**src/sv/aac_pkg.sv**
```systemverilog
package aac_pkg;

	localparam int unsigned MAX_PIXELS_DEF = 16777216;
	localparam int unsigned PIX_W = 8;
	localparam int unsigned SUM_W = 32;
	localparam int unsigned STEP_W = $clog2(SUM_W);
	localparam int unsigned CFG_IDX_W = 8;
	localparam int unsigned CFG_DATA_W = 8;

	localparam logic [CFG_IDX_W-1:0] REG_SNAP_HIGH = CFG_IDX_W'(0);
	localparam logic [CFG_IDX_W-1:0] REG_SNAP_LOW = CFG_IDX_W'(1);

	localparam logic [PIX_W-1:0] SNAP_HIGH_RST = PIX_W'(200);
	localparam logic [PIX_W-1:0] SNAP_LOW_RST = PIX_W'(100);
	localparam logic [PIX_W-1:0] PIX_MAX = '1;
	localparam logic [PIX_W-1:0] PIX_ZERO = '0;

	typedef enum logic [1:0] {
		ST_ACC,
		ST_START,
		ST_DIV,
		ST_FIN
	} state_t;

	typedef struct packed {
		logic acc;
		logic load_div;
		logic step;
		logic load_out;
	} cmd_t;

	typedef struct packed {
		logic out_free;
	} stat_t;

endpackage

```
**src/sv/aac_ctrl.sv**
```systemverilog
module aac_ctrl (
	input  logic             clk,
	input  logic             arst_n,
	input  logic             in_valid,
	output logic             in_ready,
	input  logic             frame_end,
	input  aac_pkg::stat_t   stat,
	output aac_pkg::cmd_t    cmd
);

	aac_pkg::state_t state_q;
	aac_pkg::state_t state_d;
	logic [aac_pkg::STEP_W-1:0] step_q;
	logic [aac_pkg::STEP_W-1:0] step_d;

	always_ff @(posedge clk or negedge arst_n) begin
		if (!arst_n) begin
			state_q <= aac_pkg::ST_ACC;
			step_q <= '0;
		end else begin
			state_q <= state_d;
			step_q <= step_d;
		end
	end

	always_comb begin
		state_d = state_q;
		step_d = step_q;
		cmd = '0;
		in_ready = 1'b0;
		case (state_q)
			aac_pkg::ST_ACC: begin
				in_ready = 1'b1;
				cmd.acc = in_valid;
				if (in_valid && frame_end) begin
					state_d = aac_pkg::ST_START;
				end
			end
			aac_pkg::ST_START: begin
				cmd.load_div = 1'b1;
				step_d = '0;
				state_d = aac_pkg::ST_DIV;
			end
			aac_pkg::ST_DIV: begin
				cmd.step = 1'b1;
				step_d = step_q + 1'b1;
				if (step_q == aac_pkg::STEP_W'(aac_pkg::SUM_W - 1)) begin
					state_d = aac_pkg::ST_FIN;
				end
			end
			aac_pkg::ST_FIN: begin
				if (stat.out_free) begin
					cmd.load_out = 1'b1;
					state_d = aac_pkg::ST_ACC;
				end
			end
			default: begin
				state_d = aac_pkg::ST_ACC;
			end
		endcase
	end

endmodule

```
**src/sv/aac_div.sv**
```systemverilog
module aac_div #(
	parameter int unsigned CNT_W = 25
) (
	input  logic                     clk,
	input  logic                     load,
	input  logic                     step,
	input  logic [aac_pkg::SUM_W-1:0] dividend,
	input  logic [CNT_W-1:0]          divisor,
	output logic [aac_pkg::SUM_W-1:0] quotient
);

	logic [CNT_W-1:0] rem_q;
	logic [aac_pkg::SUM_W-1:0] dvd_q;
	logic [aac_pkg::SUM_W-1:0] quo_q;
	logic [CNT_W:0] trial;
	logic ge;

	assign trial = {rem_q, dvd_q[aac_pkg::SUM_W-1]};
	assign ge = trial >= {1'b0, divisor};

	always_ff @(posedge clk) begin
		if (load) begin
			rem_q <= '0;
			dvd_q <= dividend;
			quo_q <= '0;
		end else if (step) begin
			rem_q <= ge ? CNT_W'(trial - {1'b0, divisor}) : trial[CNT_W-1:0];
			dvd_q <= {dvd_q[aac_pkg::SUM_W-2:0], 1'b0};
			quo_q <= {quo_q[aac_pkg::SUM_W-2:0], ge};
		end
	end

	assign quotient = quo_q;

endmodule

```
**src/sv/aac_dp.sv**
```systemverilog
module aac_dp #(
	parameter int unsigned MAX_PIXELS = aac_pkg::MAX_PIXELS_DEF
) (
	input  logic                          clk,
	input  logic                          arst_n,
	input  aac_pkg::cmd_t                 cmd,
	output aac_pkg::stat_t                stat,
	input  logic [aac_pkg::PIX_W-1:0]     red,
	input  logic [aac_pkg::PIX_W-1:0]     green,
	input  logic [aac_pkg::PIX_W-1:0]     blue,
	input  logic                          cfg_valid,
	input  logic [aac_pkg::CFG_IDX_W-1:0] cfg_index,
	input  logic [aac_pkg::CFG_DATA_W-1:0] cfg_data,
	output logic                          out_valid,
	input  logic                          out_ready,
	output logic [aac_pkg::PIX_W-1:0]     avg_red,
	output logic [aac_pkg::PIX_W-1:0]     avg_green,
	output logic [aac_pkg::PIX_W-1:0]     avg_blue
);

	localparam int unsigned CNT_W = $clog2(MAX_PIXELS + 2);
	localparam logic [CNT_W-1:0] CNT_LIMIT = CNT_W'(MAX_PIXELS + 1);
	localparam int unsigned SW = aac_pkg::SUM_W;
	localparam int unsigned PW = aac_pkg::PIX_W;

	logic [SW-1:0] sum_r_q, sum_g_q, sum_b_q;
	logic [CNT_W-1:0] cnt_q;
	logic [CNT_W-1:0] divisor_q;
	logic [PW-1:0] snap_high_q, snap_low_q;
	logic out_valid_q;
	logic [PW-1:0] avg_r_q, avg_g_q, avg_b_q;
	logic colored;
	logic [SW-1:0] quo_r, quo_g, quo_b;

	function automatic logic [SW-1:0] sat_add(input logic [SW-1:0] acc,
		input logic [PW-1:0] v);
		logic [SW:0] s;
		s = {1'b0, acc} + (SW + 1)'(v);
		return s[SW] ? '1 : s[SW-1:0];
	endfunction

	function automatic logic [PW-1:0] snap(input logic [SW-1:0] q,
		input logic [PW-1:0] hi, input logic [PW-1:0] lo);
		logic [PW-1:0] a;
		a = (q[SW-1:PW] != '0) ? aac_pkg::PIX_MAX : q[PW-1:0];
		if (a > hi) begin
			return aac_pkg::PIX_MAX;
		end else if (a < lo) begin
			return aac_pkg::PIX_ZERO;
		end
		return a;
	endfunction

	assign colored = !((red == green) && (green == blue));

	always_ff @(posedge clk or negedge arst_n) begin
		if (!arst_n) begin
			sum_r_q <= '0;
			sum_g_q <= '0;
			sum_b_q <= '0;
			cnt_q <= CNT_W'(1);
		end else if (cmd.load_div) begin
			sum_r_q <= '0;
			sum_g_q <= '0;
			sum_b_q <= '0;
			cnt_q <= CNT_W'(1);
		end else if (cmd.acc && colored) begin
			sum_r_q <= sat_add(sum_r_q, red);
			sum_g_q <= sat_add(sum_g_q, green);
			sum_b_q <= sat_add(sum_b_q, blue);
			if (cnt_q < CNT_LIMIT) begin
				cnt_q <= cnt_q + 1'b1;
			end
		end
	end

	always_ff @(posedge clk) begin
		if (cmd.load_div) begin
			divisor_q <= cnt_q;
		end
	end

	always_ff @(posedge clk or negedge arst_n) begin
		if (!arst_n) begin
			snap_high_q <= aac_pkg::SNAP_HIGH_RST;
			snap_low_q <= aac_pkg::SNAP_LOW_RST;
		end else if (cfg_valid) begin
			if (cfg_index == aac_pkg::REG_SNAP_HIGH) begin
				snap_high_q <= cfg_data[PW-1:0];
			end else if (cfg_index == aac_pkg::REG_SNAP_LOW) begin
				snap_low_q <= cfg_data[PW-1:0];
			end
		end
	end

	aac_div #(.CNT_W(CNT_W)) u_div_r (
		.clk(clk), .load(cmd.load_div), .step(cmd.step),
		.dividend(sum_r_q), .divisor(divisor_q), .quotient(quo_r)
	);

	aac_div #(.CNT_W(CNT_W)) u_div_g (
		.clk(clk), .load(cmd.load_div), .step(cmd.step),
		.dividend(sum_g_q), .divisor(divisor_q), .quotient(quo_g)
	);

	aac_div #(.CNT_W(CNT_W)) u_div_b (
		.clk(clk), .load(cmd.load_div), .step(cmd.step),
		.dividend(sum_b_q), .divisor(divisor_q), .quotient(quo_b)
	);

	always_ff @(posedge clk or negedge arst_n) begin
		if (!arst_n) begin
			out_valid_q <= 1'b0;
		end else if (cmd.load_out) begin
			out_valid_q <= 1'b1;
		end else if (out_ready) begin
			out_valid_q <= 1'b0;
		end
	end

	always_ff @(posedge clk) begin
		if (cmd.load_out) begin
			avg_r_q <= snap(quo_r, snap_high_q, snap_low_q);
			avg_g_q <= snap(quo_g, snap_high_q, snap_low_q);
			avg_b_q <= snap(quo_b, snap_high_q, snap_low_q);
		end
	end

	assign stat.out_free = !out_valid_q || out_ready;
	assign out_valid = out_valid_q;
	assign avg_red = avg_r_q;
	assign avg_green = avg_g_q;
	assign avg_blue = avg_b_q;

endmodule

```
**src/sv/ambient_average_color.sv**
```systemverilog
// Pixels transfer at one per cycle while a frame accumulates.
// The last pixel of a frame starts a bit-serial division (ST_START, then
// ST_DIV, then ST_FIN), and input is held off until the result is loaded
// into the output register, once it has drained, and out_valid rises.
// Reset clears sums and output valid, sets the count to 1 and the snap
// thresholds to 200 and 100.
module ambient_average_color #(
	parameter int unsigned MAX_PIXELS = aac_pkg::MAX_PIXELS_DEF
) (
	input  logic                           clk,
	input  logic                           arst_n,
	input  logic                           in_valid,
	output logic                           in_ready,
	input  logic [aac_pkg::PIX_W-1:0]      red,
	input  logic [aac_pkg::PIX_W-1:0]      green,
	input  logic [aac_pkg::PIX_W-1:0]      blue,
	input  logic                           frame_end,
	output logic                           out_valid,
	input  logic                           out_ready,
	output logic [aac_pkg::PIX_W-1:0]      avg_red,
	output logic [aac_pkg::PIX_W-1:0]      avg_green,
	output logic [aac_pkg::PIX_W-1:0]      avg_blue,
	input  logic                           cfg_valid,
	output logic                           cfg_ready,
	input  logic [aac_pkg::CFG_IDX_W-1:0]  cfg_index,
	input  logic [aac_pkg::CFG_DATA_W-1:0] cfg_data
);

	aac_pkg::cmd_t cmd;
	aac_pkg::stat_t stat;

	assign cfg_ready = 1'b1;

	aac_ctrl u_ctrl (
		.clk(clk),
		.arst_n(arst_n),
		.in_valid(in_valid),
		.in_ready(in_ready),
		.frame_end(frame_end),
		.stat(stat),
		.cmd(cmd)
	);

	aac_dp #(.MAX_PIXELS(MAX_PIXELS)) u_dp (
		.clk(clk),
		.arst_n(arst_n),
		.cmd(cmd),
		.stat(stat),
		.red(red),
		.green(green),
		.blue(blue),
		.cfg_valid(cfg_valid),
		.cfg_index(cfg_index),
		.cfg_data(cfg_data),
		.out_valid(out_valid),
		.out_ready(out_ready),
		.avg_red(avg_red),
		.avg_green(avg_green),
		.avg_blue(avg_blue)
	);

endmodule
```
**config.mk**
```make
export PLATFORM = sky130hd
export DESIGN_NAME = ambient_average_color
export DESIGN_NICKNAME = d
export VERILOG_FILES = /design/src/sv/aac_pkg.sv /design/src/sv/aac_ctrl.sv /design/src/sv/aac_div.sv /design/src/sv/aac_dp.sv /design/src/sv/ambient_average_color.sv
export SDC_FILE = /design/constraint.sdc
export NUM_CORES = 1
export LEC_CHECK = 0
export BUFFER_PORTS_ARGS = -buffer_cell sky130_fd_sc_hd__clkbuf_2
export CORE_UTILIZATION = 50
export CTS_BUF_LIST = sky130_fd_sc_hd__clkbuf_4 sky130_fd_sc_hd__clkbuf_8
export CTS_CLUSTER_SIZE = 25
export DETAILED_ROUTE_END_ITERATION = 16
export GPL_TIMING_DRIVEN = 0
export HOLD_SLACK_MARGIN = 0.15
export PLACE_DENSITY_LB_ADDON = 0.3
export SYNTH_ARGS = -nofsm -noshare
export SYNTH_HDL_FRONTEND = slang
export SYNTH_SLANG_ARGS = --single-unit
```
**constraint.sdc**
```tcl
create_clock -name clk -period 3.72 [get_ports clk]
set_input_delay 1.116 -clock clk [delete_from_list [all_inputs] [get_ports clk]]
set_output_delay 1.116 -clock clk [all_outputs]
set_load 0.02 [all_outputs]
```
==> results.py, run 1 <==
metrics = {
    "layout": {
        "layout-drive-gt1-share_pct": 13.6,
        "multi_input_area_um2": 13600,
        "syn2layout_area_growth_pct": 12.2,
        "final_common_cell": "nor2_1",
        "fillers": 4425,
        "finalNonFillerCells": 3568,
        "final_cell_mix": "nor2_1 (320), nand2_1 (184), dfxtp_1 (171), ha_1 (149), a21oi_1 (146)",
        "regArea_um2": 11400,
        "num_antenna_cells": 0,
        "final_nets": 3034,
    },
    "placement": {
        "dp_hpwl_mm": 49.2,
        "io_buffers": 71,
        "gp_congestion": 0.918,
        "dp.cells": 3411,
    },
    "timing": {
        "finalCritPeriodShare_pct": 97.8,
        "setup_viol": 0,
        "final.setup.tns_ns": 0,
        "fmax_mhz": 275,
        "tightest_slew_ns": 1.39,
        "final_max_slew_viol_count": 0,
        "final.min_clock_period_ns": 3.64,
        "slew-limit-headroom_pct": 6.09,
        "fin_skew_ns": 0.0318,
        "hold_viol": 0,
    },
    "run": {
        "cap_violations": 0,
    },
    "cts": {
        "cts_buffers": 81,
        "clkLatencyLatePin_ns": 0.67,
        "clk_transition_reported_paths_ns": 0.06,
        "cts_buffer_depth": 3,
        "cts_root_buf": "clkbuf_8",
        "htree_num_levels": 3,
        "cts_sinks": 461,
        "cts_tree": "done",
        "holdBufCountCts": 0,
    },
    "global_route": {
        "grt_pass1_wl_mm": 111,
        "grt_usage_pct": 26.4,
        "grt_max_degree": 83,
        "gr-total-overflow": 0,
        "antenna_found_initial": 0,
        "grt_pass1_vias": 21100,
    },
    "yosys": {
        "synthFlopType": "dfxtp_1",
        "synthCells": 2666,
        "synth_area_um2": 25900,
        "synthMuxAreaShare_pct": 9.19,
        "ys_seq_area_share_pct": 44.1,
        "synth_cell_types": 83,
        "ys_warn_count": 0,
        "synth-compound-area-share_pct": 15.8,
        "synth-xor-area-share_pct": 3.01,
        "synth_edf_count": 145,
        "synth_top_family_by_area": "simple AND/OR/NAND/NOR gates",
        "async_flop_share_pct": 31.5,
        "syn_avg_cell_area_um2": 9.70,
        "yosys.area_share.adder_pct": 7.77,
        "synth-seq-cells": 461,
        "synthesis.nets": 2869,
        "synth-simple-area-share_pct": 16.5,
    },
    "worst_setup_path": {
        "worst-setup-path-type": "flip-flop to flip-flop",
        "critPathMaxFanout": 7,
        "cp.required_ns": 4.27,
        "end_kind": "flip-flop",
        "critical_path_arrival_ns": 4.19,
        "setup.worst_path.start_class": "flip-flop",
    },
    "routing": {
        "firstDrtPassIters": 7,
        "wl_per_cell_um": 19.4,
        "drt_iter0_drc": 1458,
        "top_layer": "met4",
        "wl_met3_mm": 3.93,
        "drc": 0,
        "drt_wl_total_mm": 69.4,
        "met1_length_mm": 30.5,
        "ant_nets": 0,
        "num_vias": 21200,
        "wl_met2_mm": 32.6,
        "vias_per_cell": 5.93,
    },
    "floorplan": {
        "initial_core_util_pct": 51.1,
        "core_um2": 50600,
        "rows": 82,
        "ios": 73,
        "die_h_um": 229,
        "die_x_um": 229,
        "dieArea_um2": 52600,
    },
    "worst_hold_path": {
        "holdCritPathClass": "primary input to async pin",
    },
    "outcome": {
        "status": "complete, no violations",
    },
}
## repair_timing
item	in CTS	in global routing
gates resized for setup	8	10
cloned	0	0
pin swaps	0	5
endpoints found under the setup margin	259	62
buffers inserted	0	9
## cell type report
cell class | instances | area share [%]
timing repair buffer | 82 | 1.65
tap | 672 | 2.90
multi-input combinational | 1966 | 46.8
buffer | 125 | 1.73
clock inverter | 26 | 0.983
sequential | 461 | 39.3
clock buffer | 122 | 5.08
inverter | 114 | 1.47
## state kept, by name, summed over array words and instances (netlist names), 5 cells and up
register / count
u_dp.u_div_g.dvd_q: 32
u_ctrl.step_q: 5
u_dp.u_div_r.dvd_q: 32
u_dp.u_div_g.rem_q: 25
u_dp.avg_green: 8
u_dp.avg_blue: 8
u_dp.sum_b_q: 32
u_dp.u_div_b.rem_q: 25
u_dp.cnt_q: 25
u_dp.u_div_b.quotient: 32
u_dp.u_div_r.quotient: 32
u_dp.snap_low_q: 8
u_dp.sum_g_q: 32
u_dp.u_div_r.rem_q: 25
u_dp.divisor_q: 25
u_dp.u_div_b.dvd_q: 32
u_dp.sum_r_q: 32
u_dp.snap_high_q: 8
u_dp.u_div_g.quotient: 32
u_dp.avg_red: 8
## Yosys cell counts, types with 69 or more instances
cell type,number,area share (%)
a21oi_1,149,2.9
a311oi_1,69,2.3
clkbuf_1,107,1.6
dfrtp_1,138,13
dfxtp_1,171,13
edfxtp_1,145,17
ha_1,151,7.3
inv_1,114,1.7
mux2_2,107,4.7
mux2i_1,117,4.5
nand2_1,184,2.7
nand3_1,77,1.5
nor2_1,320,4.6
o21ai_0,91,1.8
## metal layers
metal  vias up  global-route usage, %
li1      10100                      -
met1     10200                   34.3
met2       676                   43.7
met3       149                   4.41
met4         0                   10.4
met5         -                      0
## through the flow
step                      util (%)  hold slack, ns  setup WS, ns  instance area (um2)
final                         57.4           0.450        0.0807                29000
after global routing          57.4           0.460       -0.0148                29000
after CTS                     57.1           0.433        0.0673                28900
after detailed placement      53.6           0.478        -0.814                27100
after global placement        53.5           0.476         -1.20                27100
after floorplan                  -           0.441         0.282                25900
## final timing paths
check | endpoint | cells after the start | startpoint | slack [ns]
worst max-delay path | u_dp.u_div_b.rem_q[23]$_SDFFE_PP0P_ | 11 | u_dp.divisor_q[1]$_DFFE_PP_ | 0.08
worst min-delay path | u_dp.sum_r_q[13]$_DFFE_PN0P_ | 1 | arst_n | 0.45
worst max register to register | u_dp.u_div_b.rem_q[23]$_SDFFE_PP0P_ | 11 | u_dp.divisor_q[1]$_DFFE_PP_ | 0.08
worst min register to register | u_dp.u_div_g.rem_q[6]$_SDFFE_PP0P_ | 2 | u_dp.u_div_g.rem_q[5]$_SDFFE_PP0P_ | 0.49
max in group asynchronous | u_dp.cnt_q[0]$_DFFE_PN1P_ | 2 | arst_n | 2.39
min in group clk | u_dp.u_div_g.rem_q[6]$_SDFFE_PP0P_ | 2 | u_dp.u_div_g.rem_q[5]$_SDFFE_PP0P_ | 0.49
## worst max-delay path: stages (launching register included)
cell      delay (ns)
edfxtp_1        0.62
inv_1           0.27
ha_1            0.37
nor2b_4         0.14
o31a_1          0.29
o41ai_2         0.40
a211oi_1        0.21
a41o_1          0.41
a311o_1         0.38
a21oi_2         0.16
xnor2_1         0.08
a31o_1          0.21
## logic make-up after synthesis
group           Yosys count
compound gates          597
xor+xnor                 89
fa+ha+maj               157
buf+inv                 239
flops                   461
mux                     224
other cells               1
simple gates            898
Power of run 1 is left out: the tool's default activity adds up to more than one toggle a clock period on the data nets, which glitch-free logic cannot reach.
==> inputs of run 2 (changes only) <==
--- a/config.mk
+++ b/config.mk
@@ -6,7 +6,7 @@
 export NUM_CORES = 1
 export LEC_CHECK = 0
 export BUFFER_PORTS_ARGS = -buffer_cell sky130_fd_sc_hd__clkbuf_2
-export CORE_UTILIZATION = 50
+export CORE_UTILIZATION = 45
 export CTS_BUF_LIST = sky130_fd_sc_hd__clkbuf_4 sky130_fd_sc_hd__clkbuf_8
 export CTS_CLUSTER_SIZE = 25
 export DETAILED_ROUTE_END_ITERATION = 16
==> run 2 against run 1 <==
Count of clock-buffer cells in the layout rose by 3. Via count is 0.26% lower. Critical path depth down 3. Global-route usage is 2.8 points lower. Register-to-register slack gained 0.08 ns. Setup slack better by 0.079 ns. Flip-flop and latch count unchanged. Critical path type unchanged. Core utilization decreased by 6.0 points.
==> results.py, run 2 (synthesis gave the netlist of run 1 again) <==
metrics = {
    "cts": {
        "cts_tree": "done",
        "clk_transition_reported_paths_ns": 0.06,
        "clkLatencyLatePin_ns": 0.69,
        "cts_sinks": 461,
        "cts_buffer_depth": 3,
        "htree_num_levels": 3,
        "cts_root_buf": "clkbuf_8",
        "cts_buffers": 81,
        "holdBufCountCts": 0,
    },
    "worst_hold_path": {
        "holdCritPathClass": "primary input to async pin",
    },
    "layout": {
        "finalNonFillerCells": 3660,
        "layout-drive-gt1-share_pct": 13.7,
        "fillers": 5237,
        "num_antenna_cells": 0,
        "multi_input_area_um2": 13600,
        "syn2layout_area_growth_pct": 12.5,
        "final_nets": 3039,
        "final_cell_mix": "nor2_1 (320), nand2_1 (184), dfxtp_1 (171), ha_1 (149), a21oi_1 (147)",
        "regArea_um2": 11400,
        "final_common_cell": "nor2_1",
    },
    "worst_setup_path": {
        "reg2regPathDepth": 8,
        "critical_path_arrival_ns": 4.13,
        "crit_buf_inv": 3,
        "cp.depth": 8,
        "crit_start": "u_ctrl.state_q[0]$_DFFE_PN0P_",
        "r2r_slack_ns": 0.16,
        "worst-setup-path-type": "flip-flop to flip-flop",
        "worstPathCellList": "inv_1 > ha_4 > and2_1 > o41a_1 > clkbuf_1 > clkbuf_1 > a21oi_1 > a211oi_1",
        "path_delay_family": "buffers and inverters",
        "setup.worst_path.end": "u_dp.sum_r_q[15]$_DFFE_PN0P_",
        "setup.worst_path.start_class": "flip-flop",
        "critPathMaxFanout": 10,
        "crit_path_top_delay_cell": "clkbuf_1",
        "critPathMaxStageDelay_ns": 0.72,
        "end_kind": "flip-flop",
        "r2r-end": "u_dp.sum_r_q[15]$_DFFE_PN0P_",
        "cp.required_ns": 4.29,
        "critPathMostFrequentCell": "clkbuf_1",
        "r2r-start": "u_ctrl.state_q[0]$_DFFE_PN0P_",
    },
    "timing": {
        "setup_viol": 0,
        "tightest_slew_ns": 1.33,
        "final.min_clock_period_ns": 3.56,
        "layout_setup_ws_ns": 0.160,
        "finalCritPeriodShare_pct": 95.7,
        "fmax_mhz": 281,
        "fin_skew_ns": 0.0424,
        "hold_viol": 0,
        "final_max_slew_viol_count": 0,
        "slew-limit-headroom_pct": 10.6,
    },
    "global_route": {
        "antenna_found_initial": 0,
        "grt_pass1_wl_mm": 111,
        "gr-total-overflow": 0,
        "grt_max_degree": 89,
        "grt_usage_pct": 23.6,
        "grt_pass1_vias": 20700,
    },
    "outcome": {
        "status": "complete, no violations",
    },
    "routing": {
        "firstDrtPassIters": 6,
        "wl_per_cell_um": 18.8,
        "drt_wl_total_mm": 68.9,
        "num_vias": 21100,
        "drc": 0,
        "drt_iter0_drc": 1594,
        "vias_per_cell": 5.76,
        "ant_nets": 0,
    },
    "placement": {
        "io_buffers": 71,
        "dp.cells": 3495,
        "gp_congestion": 0.916,
        "dp_hpwl_mm": 48.8,
        "dp_slack_ns": -0.993,
    },
    "run": {
        "cap_violations": 0,
    },
    "floorplan": {
        "ios": 73,
        "initial_core_util_pct": 45.7,
        "rows": 87,
        "core_um2": 56600,
        "dieArea_um2": 58400,
        "die_x_um": 242,
        "die_h_um": 242,
    },
}
[run 2: cell types whose count changed in the layout (fill, tap and decap cells not counted), moves of 2 or more]
cell / delta
clkbuf_2: +2
clkbuf_1: -2
buf_4: +5
clkinv_8: +2
bufinv_16: -3
clkbuf_4: +6
clkbuf_8: -3
clkinv_2: +2
[run 2: layer usage]
layer | vias up | track usage [%] | wire length (um)
li1 | 10200 | - | -
met3 | 151 | 4.24 | 3880
met5 | - | 0 | 0
met2 | 687 | 37.8 | 31600
met1 | 10100 | 31.3 | 31000
met4 | 0 | 9.96 | 2450
[run 2: per-stage QoR]
stage	area, um2	TNS (ns)	utilization [%]	hold WS [ns]
final	29100	0	51.4	0.432
after global routing	29100	-0.114	51.4	0.431
after CTS	29000	0	51.2	0.401
after detailed placement	27200	-125.97	48.1	0.487
after global placement	27200	-308.18	48.0	0.474
after floorplan	25900	0	-	0.441
[run 2: cell type report]
type / instances / share of cell area, %
flip-flops and latches: 461 / 39.2
clock buffers: 125 / 5.07
repair buffers: 87 / 1.80
plain buffers: 125 / 1.74
well taps: 756 / 3.25
inverters: 114 / 1.47
clock inverters: 26 / 0.796
multi-input cells: 1966 / 46.6
[run 2: repair_timing]
action | in CTS | in global routing
resized for setup | 10 | 5
pin swaps | 0 | 5
setup buffers | 0 | 14
setup endpoints to repair | 293 | 70
[run 2: how the worst min path moves through the flow]
| stage | end | slack [ns] | cells after the start |
|---|---|---|---|
| after floorplan | u_dp.divisor_q[24]$_DFFE_PP_ | 0.44 | 0 |
| after global placement | u_dp.u_div_g.quotient[31]$_SDFFE_PP0P_ | 0.47 | 2 |
| after detailed placement | u_dp.u_div_r.rem_q[23]$_SDFFE_PP0P_ | 0.49 | 2 |
| after CTS | u_ctrl.step_q[4]$_DFFE_PN0P_ | 0.40 | 1 |
| after global routing | u_dp.sum_r_q[26]$_DFFE_PN0P_ | 0.43 | 1 |
| final | u_dp.sum_r_q[14]$_DFFE_PN0P_ | 0.43 | 1 |
Power of run 2 is left out for the same reason.
